===== config.mk =====
export PLATFORM = sky130hd
export DESIGN_NAME = awss_ctrl
export DESIGN_NICKNAME = d
export VERILOG_FILES = /design/src/rtl/awss_pkg.sv /design/src/rtl/awss_ctrl.sv
export SDC_FILE = /design/constraint.sdc
export NUM_CORES = 1
export LEC_CHECK = 0
export ABC_AREA = 1
export BUFFER_PORTS_ARGS = -buffer_cell sky130_fd_sc_hd__buf_4
export CAP_MARGIN = 20
export CORE_AREA = 2 2 39 41
export DETAILED_ROUTE_END_ITERATION = 12
export DIE_AREA = 0 0 41 43
export PLACE_DENSITY = 0.6
export SYNTH_ARGS = -nofsm -noshare
export SYNTH_HDL_FRONTEND = slang
export SYNTH_SLANG_ARGS = --single-unit

===== constraint.sdc =====
create_clock -name clk -period 1.62 [get_ports clk]
set_input_delay 0.324 -clock clk [delete_from_list [all_inputs] [get_ports clk]]
set_output_delay 0.324 -clock clk [all_outputs]
set_load 0.02 [all_outputs]

===== src/rtl/awss_pkg.sv =====
// Shared types and constants of the acoustic wave stencil step block.
// Holds the payload structs, item function codes, the configuration register
// map and the command/status structs between controller and datapath.
package awss_pkg;

  // Default grid limits; MAX_ROWS_DEF sizes the line store and the delay store.
  localparam int MAX_ROWS_DEF = 1024;
  localparam int MAX_COLS_DEF = 4096;

  // Field and register widths
  localparam int P_W        = 32;
  localparam int V_W        = 16;
  localparam int GAIN_W     = 32;
  localparam int COLS_W     = 13;
  localparam int ROWS_W     = 11;
  localparam int THR_W      = 31;
  localparam int CFG_IDX_W  = 2;
  localparam int CFG_DATA_W = 32;

  // Item function codes
  localparam logic FUNC_POINT = 1'b0;
  localparam logic FUNC_FLUSH = 1'b1;

  // Configuration register indexes
  localparam logic [CFG_IDX_W-1:0] CFG_GAIN_COEF        = 2'd0;
  localparam logic [CFG_IDX_W-1:0] CFG_GRID_COLS        = 2'd1;
  localparam logic [CFG_IDX_W-1:0] CFG_GRID_ROWS        = 2'd2;
  localparam logic [CFG_IDX_W-1:0] CFG_ACTIVE_THRESHOLD = 2'd3;

  // Configuration reset values
  localparam logic [GAIN_W-1:0] GAIN_RST = '0;
  localparam logic [COLS_W-1:0] COLS_RST = 13'd3;
  localparam logic [ROWS_W-1:0] ROWS_RST = 11'd3;
  localparam logic [THR_W-1:0]  THR_RST  = '0;

  typedef struct packed {
    logic                  func;
    logic signed [P_W-1:0] cur_pressure;
    logic signed [P_W-1:0] prev_pressure;
    logic [V_W-1:0]        velocity;
  } point_t;

  typedef struct packed {
    logic signed [P_W-1:0] next_pressure;
    logic                  grid_end;
  } result_t;

  // Controller to datapath: strobes for the sequencer steps
  typedef struct packed {
    logic clear_step;
    logic load;
    logic rd0;
    logic rd1;
    logic rd2;
    logic rd3;
    logic mag;
    logic mul0;
    logic mul1;
    logic sum;
    logic fin;
    logic emit;
    logic commit;
  } cmd_t;

  // Datapath to controller
  typedef struct packed {
    logic clear_last;
    logic emit_now;
    logic noop;
    logic out_free;
  } sts_t;

endpackage


===== src/rtl/awss_ctrl.sv =====
// Sequencer of the acoustic wave stencil step block.
// Steps the datapath through clear, read, multiply and emit phases.
// Depends on awss_pkg (cmd_t, sts_t).
module awss_ctrl (
  input  logic            clk,
  input  logic            rst,
  input  logic            point_valid,
  input  awss_pkg::sts_t  sts,
  output logic            point_stall,
  output awss_pkg::cmd_t  cmd
);

  localparam logic [3:0] S_CLEAR = 4'd0;
  localparam logic [3:0] S_IDLE  = 4'd1;
  localparam logic [3:0] S_RD0   = 4'd2;
  localparam logic [3:0] S_RD1   = 4'd3;
  localparam logic [3:0] S_RD2   = 4'd4;
  localparam logic [3:0] S_RD3   = 4'd5;
  localparam logic [3:0] S_MAG   = 4'd6;
  localparam logic [3:0] S_MUL0  = 4'd7;
  localparam logic [3:0] S_MUL1  = 4'd8;
  localparam logic [3:0] S_SUM   = 4'd9;
  localparam logic [3:0] S_FIN   = 4'd10;
  localparam logic [3:0] S_OUT   = 4'd11;
  localparam logic [3:0] S_WRITE = 4'd12;

  logic [3:0] state;
  logic [3:0] state_next;

  assign point_stall = (state != S_IDLE);

  always_comb begin
    state_next = state;
    cmd        = '0;
    unique case (state)
      S_CLEAR: begin
        cmd.clear_step = 1'b1;
        if (sts.clear_last) begin
          state_next = S_IDLE;
        end
      end
      S_IDLE: begin
        if (point_valid) begin
          cmd.load = 1'b1;
          if (sts.emit_now) begin
            state_next = S_RD0;
          end else if (sts.noop) begin
            state_next = S_IDLE;
          end else begin
            state_next = S_WRITE;
          end
        end
      end
      S_RD0: begin
        cmd.rd0    = 1'b1;
        state_next = S_RD1;
      end
      S_RD1: begin
        cmd.rd1    = 1'b1;
        state_next = S_RD2;
      end
      S_RD2: begin
        cmd.rd2    = 1'b1;
        state_next = S_RD3;
      end
      S_RD3: begin
        cmd.rd3    = 1'b1;
        state_next = S_MAG;
      end
      S_MAG: begin
        cmd.mag    = 1'b1;
        state_next = S_MUL0;
      end
      S_MUL0: begin
        cmd.mul0   = 1'b1;
        state_next = S_MUL1;
      end
      S_MUL1: begin
        cmd.mul1   = 1'b1;
        state_next = S_SUM;
      end
      S_SUM: begin
        cmd.sum    = 1'b1;
        state_next = S_FIN;
      end
      S_FIN: begin
        cmd.fin    = 1'b1;
        state_next = S_OUT;
      end
      S_OUT: begin
        // hold until the output register can take the result
        if (sts.out_free) begin
          cmd.emit   = 1'b1;
          cmd.commit = 1'b1;
          state_next = S_IDLE;
        end
      end
      S_WRITE: begin
        cmd.commit = 1'b1;
        state_next = S_IDLE;
      end
      default: begin
        state_next = S_IDLE;
      end
    endcase
  end

  always_ff @(posedge clk) begin
    if (rst) begin
      state <= S_CLEAR;
    end else begin
      state <= state_next;
    end
  end

endmodule


=== Word-level counts from Yosys, hierarchy flattened ===
Index checks and enable logic that the tools add are counted.
W data, S select, Z words.

* Equality and inequality tests: 16
* Multiplexer cells: 21
* Reductions and logical operators: 2

{| class="wikitable"
|+ Operator list
! kind !! count
|-
| $pmux W4 S12 || 1
|-
| $eq A4 B4 Y1 const B || 5
|-
| $mux W4 || 5
|-
| $eq A4 B3 Y1 const B || 4
|-
| $mux W1 || 13
|-
| $eq A4 B2 Y1 const B || 2
|-
| $ne A2 B2 Y1 const B || 3
|-
| $eq A4 B1 Y1 const B || 1
|-
| $logic_not A4 Y1 || 1
|-
| $ne A4 B1 Y1 const B || 1
|-
| $reduce_and A3 Y1 || 1
|-
| $mux W2 || 1
|-
| $pmux W1 S2 || 1
|}

* Register bits after elaboration: 4
* Input bits: 7
* Output and inout port bits: 14
* Word-level logic and storage cells: 40

=== Logic depth before layout (Yosys ltp) ===
Gate-level depths: netlist (run 1).

* Depth in word-level cells: 4
* Depth in mapped cells: 8
* Depth with buffers taken out: 8

=== Least setup slack after synthesis (run 1) ===
OpenSTA, ideal clock, no wires.

* Kind: register to output
* Start: reg state[0]
* End: out cmd[11] in the netlist's numbering
* Data arrival time: 1.074 ns
* Data required time: 1.296 ns
* Setup slack: 0.222 ns
* Cell stages (with the launch flop): 5
* Path buffers: 0
* Cells stage by stage: dfxtp_1 inv_1 nor2_4 nand2_1 nor2_1

{| class="wikitable"
|+ RTL lines
! what !! RTL line !! text
|-
| from (decl) || awss_ctrl.sv:27 || <nowiki>logic [3:0] state;</nowiki>
|-
| from (signal assigned) || awss_ctrl.sv:112 || <nowiki>state <= state_next;</nowiki>
|-
| to (decl) || awss_ctrl.sv:10 || <nowiki>output awss_pkg::cmd_t cmd</nowiki>
|}

==> results of run 1 <==
## logic make-up after synthesis
kind of cell | Yosys count | share of synthesized area [%]
flops | 4 | 19.9
simple gates | 52 | 63.4
compound gates | 2 | 2.79
buf+inv | 15 | 14.0
## per-stage QoR
step	area, µm²	hold slack [ns]	worst slack (ns)
6_report	598	0.260	0.0909
5_1_grt	598	0.255	0.00947
4_1_cts	596	0.259	0.0242
3_5_place_dp	573	0.496	0.265
3_3_place_gp	573	0.498	0.297
2_1_floorplan	403	0.396	0.222
## cells in the final DEF (no fill, tap or decap), types with 3 or more instances in the layout
master    synthesis  routed
nand2_1          17      17
buf_4             0      20
clkbuf_4          0       3
nand3_1           6       6
nor2_4            3       3
inv_2             3       3
nor2_1           19      19
inv_1            12      12
## how the worst max path moves through the flow
stage / from / end / cells past startpoint
floorplan: state[0]$_SDFFE_PP0P_ / cmd[11] / 4
global placement: state[3]$_SDFFE_PP0P_ / cmd[0] / 5
detailed placement: state[3]$_SDFFE_PP0P_ / cmd[0] / 5
CTS: state[3]$_SDFFE_PP0P_ / cmd[0] / 5
global route: state[0]$_SDFFE_PP0P_ / cmd[11] / 5
finish: state[0]$_SDFFE_PP0P_ / cmd[7] / 5
## per-layer routing
metal	global-route usage [%]	share of wire, %	vias to the layer above	wire length, µm
met5	0	0	-	0
met4	6.00	0	0	0
met3	3.14	5.8	0	58
met2	19.1	51	15	508
met1	15.7	43	211	434
li1	-	-	266	-
## critical path, stage by stage, from the launching register on
cell     delay, ns
dfxtp_1       0.37
inv_1         0.10
nor2_4        0.18
inv_1         0.08
nor2_1        0.11
buf_4         0.14
## layout make-up
| type | instances | area [µm²] | area share (%) |
|---|---|---|---|
| inverter | 15 | 56.3 | 9.41 |
| sequential | 4 | 82.6 | 13.8 |
| multi-input combinational | 54 | 267 | 44.6 |
| clock buffer | 3 | 22.5 | 3.77 |
| tap | 16 | 20.0 | 3.35 |
| timing repair buffer | 20 | 150 | 25.1 |
## where the power goes
part | total (mW) | switching [mW] | internal [mW]
registers | 0.201 | 0.0602 | 0.141
logic | 0.693 | 0.437 | 0.256
clock network | 0.116 | 0.0340 | 0.0824
==> flow_summary.toml, run 1 <==
[status]
status = "complete, no violations"

[critical_path]
r2r_end = "state[3]$_SDFFE_PP0P_"
critPathCaptureType = "primary output"
r2r_slack_ns = 0.47
startpoint_type = "flop"
crit_required_ns = 1.30
path_max_fanout = 7
r2r_cells = 7
reg2reg_from = "state[0]$_SDFFE_PP0P_"
cp.arrival_ns = 1.21
critical_path_class = "flop to primary output"

[synthesis]
synth_top_area_share_pct = 19.9
yosysSeqAreaShare_pct = 19.9
synth_top_cell_by_area = "dfxtp_1"
synth.ff_latch_count = 4
yosysMostFrequentCell = "nor2_1"
synth_area_leaders = "dfxtp_1 20%, nor2_1 18%, nand2_1 16%, inv_1 11%, nor2_4 8.4%"
avgSynthCellArea_um2 = 5.52
yosysWarnings = 0
syn-cell-area_um2 = 403
synth_cell_types = 14
synth_commonest_cells = "19 x nor2_1, 17 x nand2_1, 12 x inv_1"
postSynthCellCount = 73
synth-edff-count = 0
ys.flop_type = "dfxtp_1"
synthArstFlopShare_pct = 0
syn_nets = 80

[timing]
final.period_utilization_pct = 94.4
hold_viol_final = 0
rsz0062_at_grt = "false"
worst_pin_slew_ns = 0.226
clock.fmax_mhz = 654
skew_ns = 0.00223
report.final.slew_viol_count = 0
tns_ns = 0
finalSetupViolations = 0
slew_headroom_pct = 84.9
min_period_ns = 1.53

[layout]
area_growth_pct = 48.4
largest_register = "state"
num-fill-cells = 164
largest_register_ffs = 4
utilization_pct = 43.2
layoutNonFillerInstCount = 112
reg_top3 = "state (4)"
drive_gt1_share_pct = 38.5
antenna_cells = 0
fin_nets = 105

[grt]
first_global_vias = 382
grt-ovfl-total = 0
grt.total_usage_pct = 12.5
grt_pass1_wl_mm = 1.49
grt_max_degree = 8
antenna_found_initial = 0

[hold_path]
hold_path.class = "input port to flop"
whs_endpoint = "state[2]$_SDFFE_PP0P_"
whs_path_depth = 2
hold_start = "rst"

[detailed_routing]
drt_first_pass_iters = 4
avgViaCountPerCell = 4.39
drt_iter0_markers = 9
wl_mm = 1.00
drc = 0
antenna_left = 0
wl_per_cell_um = 8.94
via_count = 492

[clock_tree]
cts_buffers = 3
cts.sinks = 4
root_buffer = "clkbuf_4"
cts_resized = 0
clk_latency_ns = 0.23
clk_path_buf_depth = 2
clkTransAtPathRegs_ns = 0.04
holdBufCountCts = 0
cts_tree = "done"
post_cts_buffers = 0
htreeDepth = 1

[floorplan]
die_h_um = 43
io_pins = 21
die_w_um = 41
initial_core_util_pct = 29.1
rows = 14
core_mm2 = 0.00138
dieArea_mm2 = 0.00176

[power_and_ir_drop]
p_total_mw = 1.01
leakagePower_nw = 0.350
peakVddDrop_v = 0.000800
p_per_area_mw_per_mm2 = 1690

[flow_run]
maxCapViolations = 0

[placement]
dp.cells = 109
portBuffers = 20
gp_congestion = 0.756
dp_hpwl_um = 868
(Power assumes the default switching activity.)
==> run 2, diff against run 1 <==
--- a/config.mk
+++ b/config.mk
@@ -9,7 +9,7 @@
 export BUFFER_PORTS_ARGS = -buffer_cell sky130_fd_sc_hd__buf_4
 export CAP_MARGIN = 20
-export CORE_AREA = 2 2 39 41
+export CORE_AREA = 4 4 41 43
 export DETAILED_ROUTE_END_ITERATION = 12
-export DIE_AREA = 0 0 41 43
+export DIE_AREA = 0 0 45 47
 export PLACE_DENSITY = 0.6
 export SYNTH_ARGS = -nofsm -noshare
==> constraint.sdc (replaced) <==
create_clock -name clk -period 1.62 [get_ports clk]
set_input_delay 0.081 -clock clk [delete_from_list [all_inputs] [get_ports clk]]
set_output_delay 0.081 -clock clk [all_outputs]
set_load 0.02 [all_outputs]
==> flow_summary.toml, run 2 (synthesis results as in run 1) <==
[layout]
layout_common_cells = "20 x buf_4, 19 x nor2_1, 17 x nand2_1"
antenna_cells = 0
layoutNonFillerInstCount = 111
largest_register_ffs = 4
drive_gt1_share_pct = 36.5
area_growth_pct = 47.5
fin_nets = 105
largest_register = "state"
reg_top3 = "state (4)"
layout_commonest_cell = "buf_4"

[placement]
gp_congestion = 0.867
dp.cells = 108
dp_hpwl_um = 866
place_ws_ns = 0.495
portBuffers = 20

[detailed_routing]
wl_per_cell_um = 9.26
wl_mm = 1.03
drc = 0
via_count = 498
avgViaCountPerCell = 4.49
drt_first_pass_iters = 2
antenna_left = 0
drt_iter0_markers = 7

[grt]
grt_pass1_wl_mm = 1.88
grt.total_usage_pct = 12.0
grt_max_degree = 8
grt-ovfl-total = 0
first_global_vias = 488
antenna_found_initial = 0

[floorplan]
initial_core_util_pct = 31.0
die_h_um = 47
io_pins = 21
die_w_um = 45
dieArea_mm2 = 0.00212
rows = 13
core_mm2 = 0.00130

[clock_tree]
htreeDepth = 1
cts.sinks = 4
clk_latency_ns = 0.24
cts_tree = "done"
cts_buffers = 3
root_buffer = "clkbuf_4"
clkTransAtPathRegs_ns = 0.03
clk_path_buf_depth = 2
cts_resized = 0
holdBufCountCts = 0
post_cts_buffers = 0

[power_and_ir_drop]
leakagePower_nw = 0.350
peakVddDrop_v = 0.000707
p_total_mw = 1.01
p_per_area_mw_per_mm2 = 1710

[timing]
tns_ns = 0
skew_ns = 0.00705
setup_ws_ns = 0.261
report.final.slew_viol_count = 0
worst_pin_slew_ns = 0.289
final.period_utilization_pct = 83.9
slew_headroom_pct = 80.7
rsz0062_at_grt = "false"
clock.fmax_mhz = 736
finalSetupViolations = 0
min_period_ns = 1.36
hold_viol_final = 0

[critical_path]
worstPathCellList = "inv_2 > nor2_4 > nand2_1 > o22ai_1 > buf_4"
critPathCaptureType = "primary output"
crit_required_ns = 1.54
path_max_fanout = 5
path_delay_family = "flip-flops"
startpoint_type = "flop"
critical_path_class = "flop to primary output"
cp.buffers_inverters = 2
slowest_stage = "dfxtp_1"
cp.arrival_ns = 1.28
critPathMaxStageDelay_ns = 0.47

[flow_run]
maxCapViolations = 0

[hold_path]
hold_path.class = "input port to flop"

[status]
status = "complete, no violations"
[run 2: cell counts in the layout (fill, tap and decap cells not counted)]
Identical to the previous run, type by type.
[run 2: worst paths after layout]
| path | slack, ns | start | depth (start not counted) | to |
|---|---|---|---|---|
| setup reg to reg | 0.50 | state[0]$_SDFFE_PP0P_ | 7 | state[3]$_SDFFE_PP0P_ |
| hold reg to reg | 0.64 | state[0]$_SDFFE_PP0P_ | 5 | state[0]$_SDFFE_PP0P_ |
| setup / recovery | 0.26 | state[3]$_SDFFE_PP0P_ | 5 | cmd[0] |
| hold / removal | 0.01 | rst | 2 | state[2]$_SDFFE_PP0P_ |
[run 2: power breakdown]
group / leakage (nW) / switching (mW) / internal (mW)
combinational: 0.303 / 0.430 / 0.255
sequential: 0.0330 / 0.0667 / 0.137
clock: 0.0138 / 0.0426 / 0.0829
total: 0.350 / 0.539 / 0.475
[run 2: area by class of cell]
type / instances / area (µm²)
Clock buffer: 3 / 22.5
Fill cell: 158 / 707
Inverter: 15 / 56.3
Multi-Input combinational cell: 54 / 267
Sequential cell: 4 / 80.1
Tap cell: 15 / 18.8
Timing Repair Buffer: 20 / 150
[run 2: metrics by stage]
stage	area [µm²]	hold WS [ns]	utilization [%]
after floorplan	403	0.153	-
after global placement	572	0.257	43.9
after detailed placement	572	0.253	43.9
after CTS	594	0.0117	45.7
after global routing	594	0.00860	45.7
final	594	0.0134	45.7
[run 2: routing by layer]
metal | GRT usage [%] | vias to the layer above | share of wire (%)
met5 | 0 | - | 0
met3 | 2.30 | 2 | 7.8
met1 | 15.0 | 205 | 45
met2 | 19.8 | 21 | 45
li1 | - | 270 | -
met4 | 5.85 | 0 | 2.3
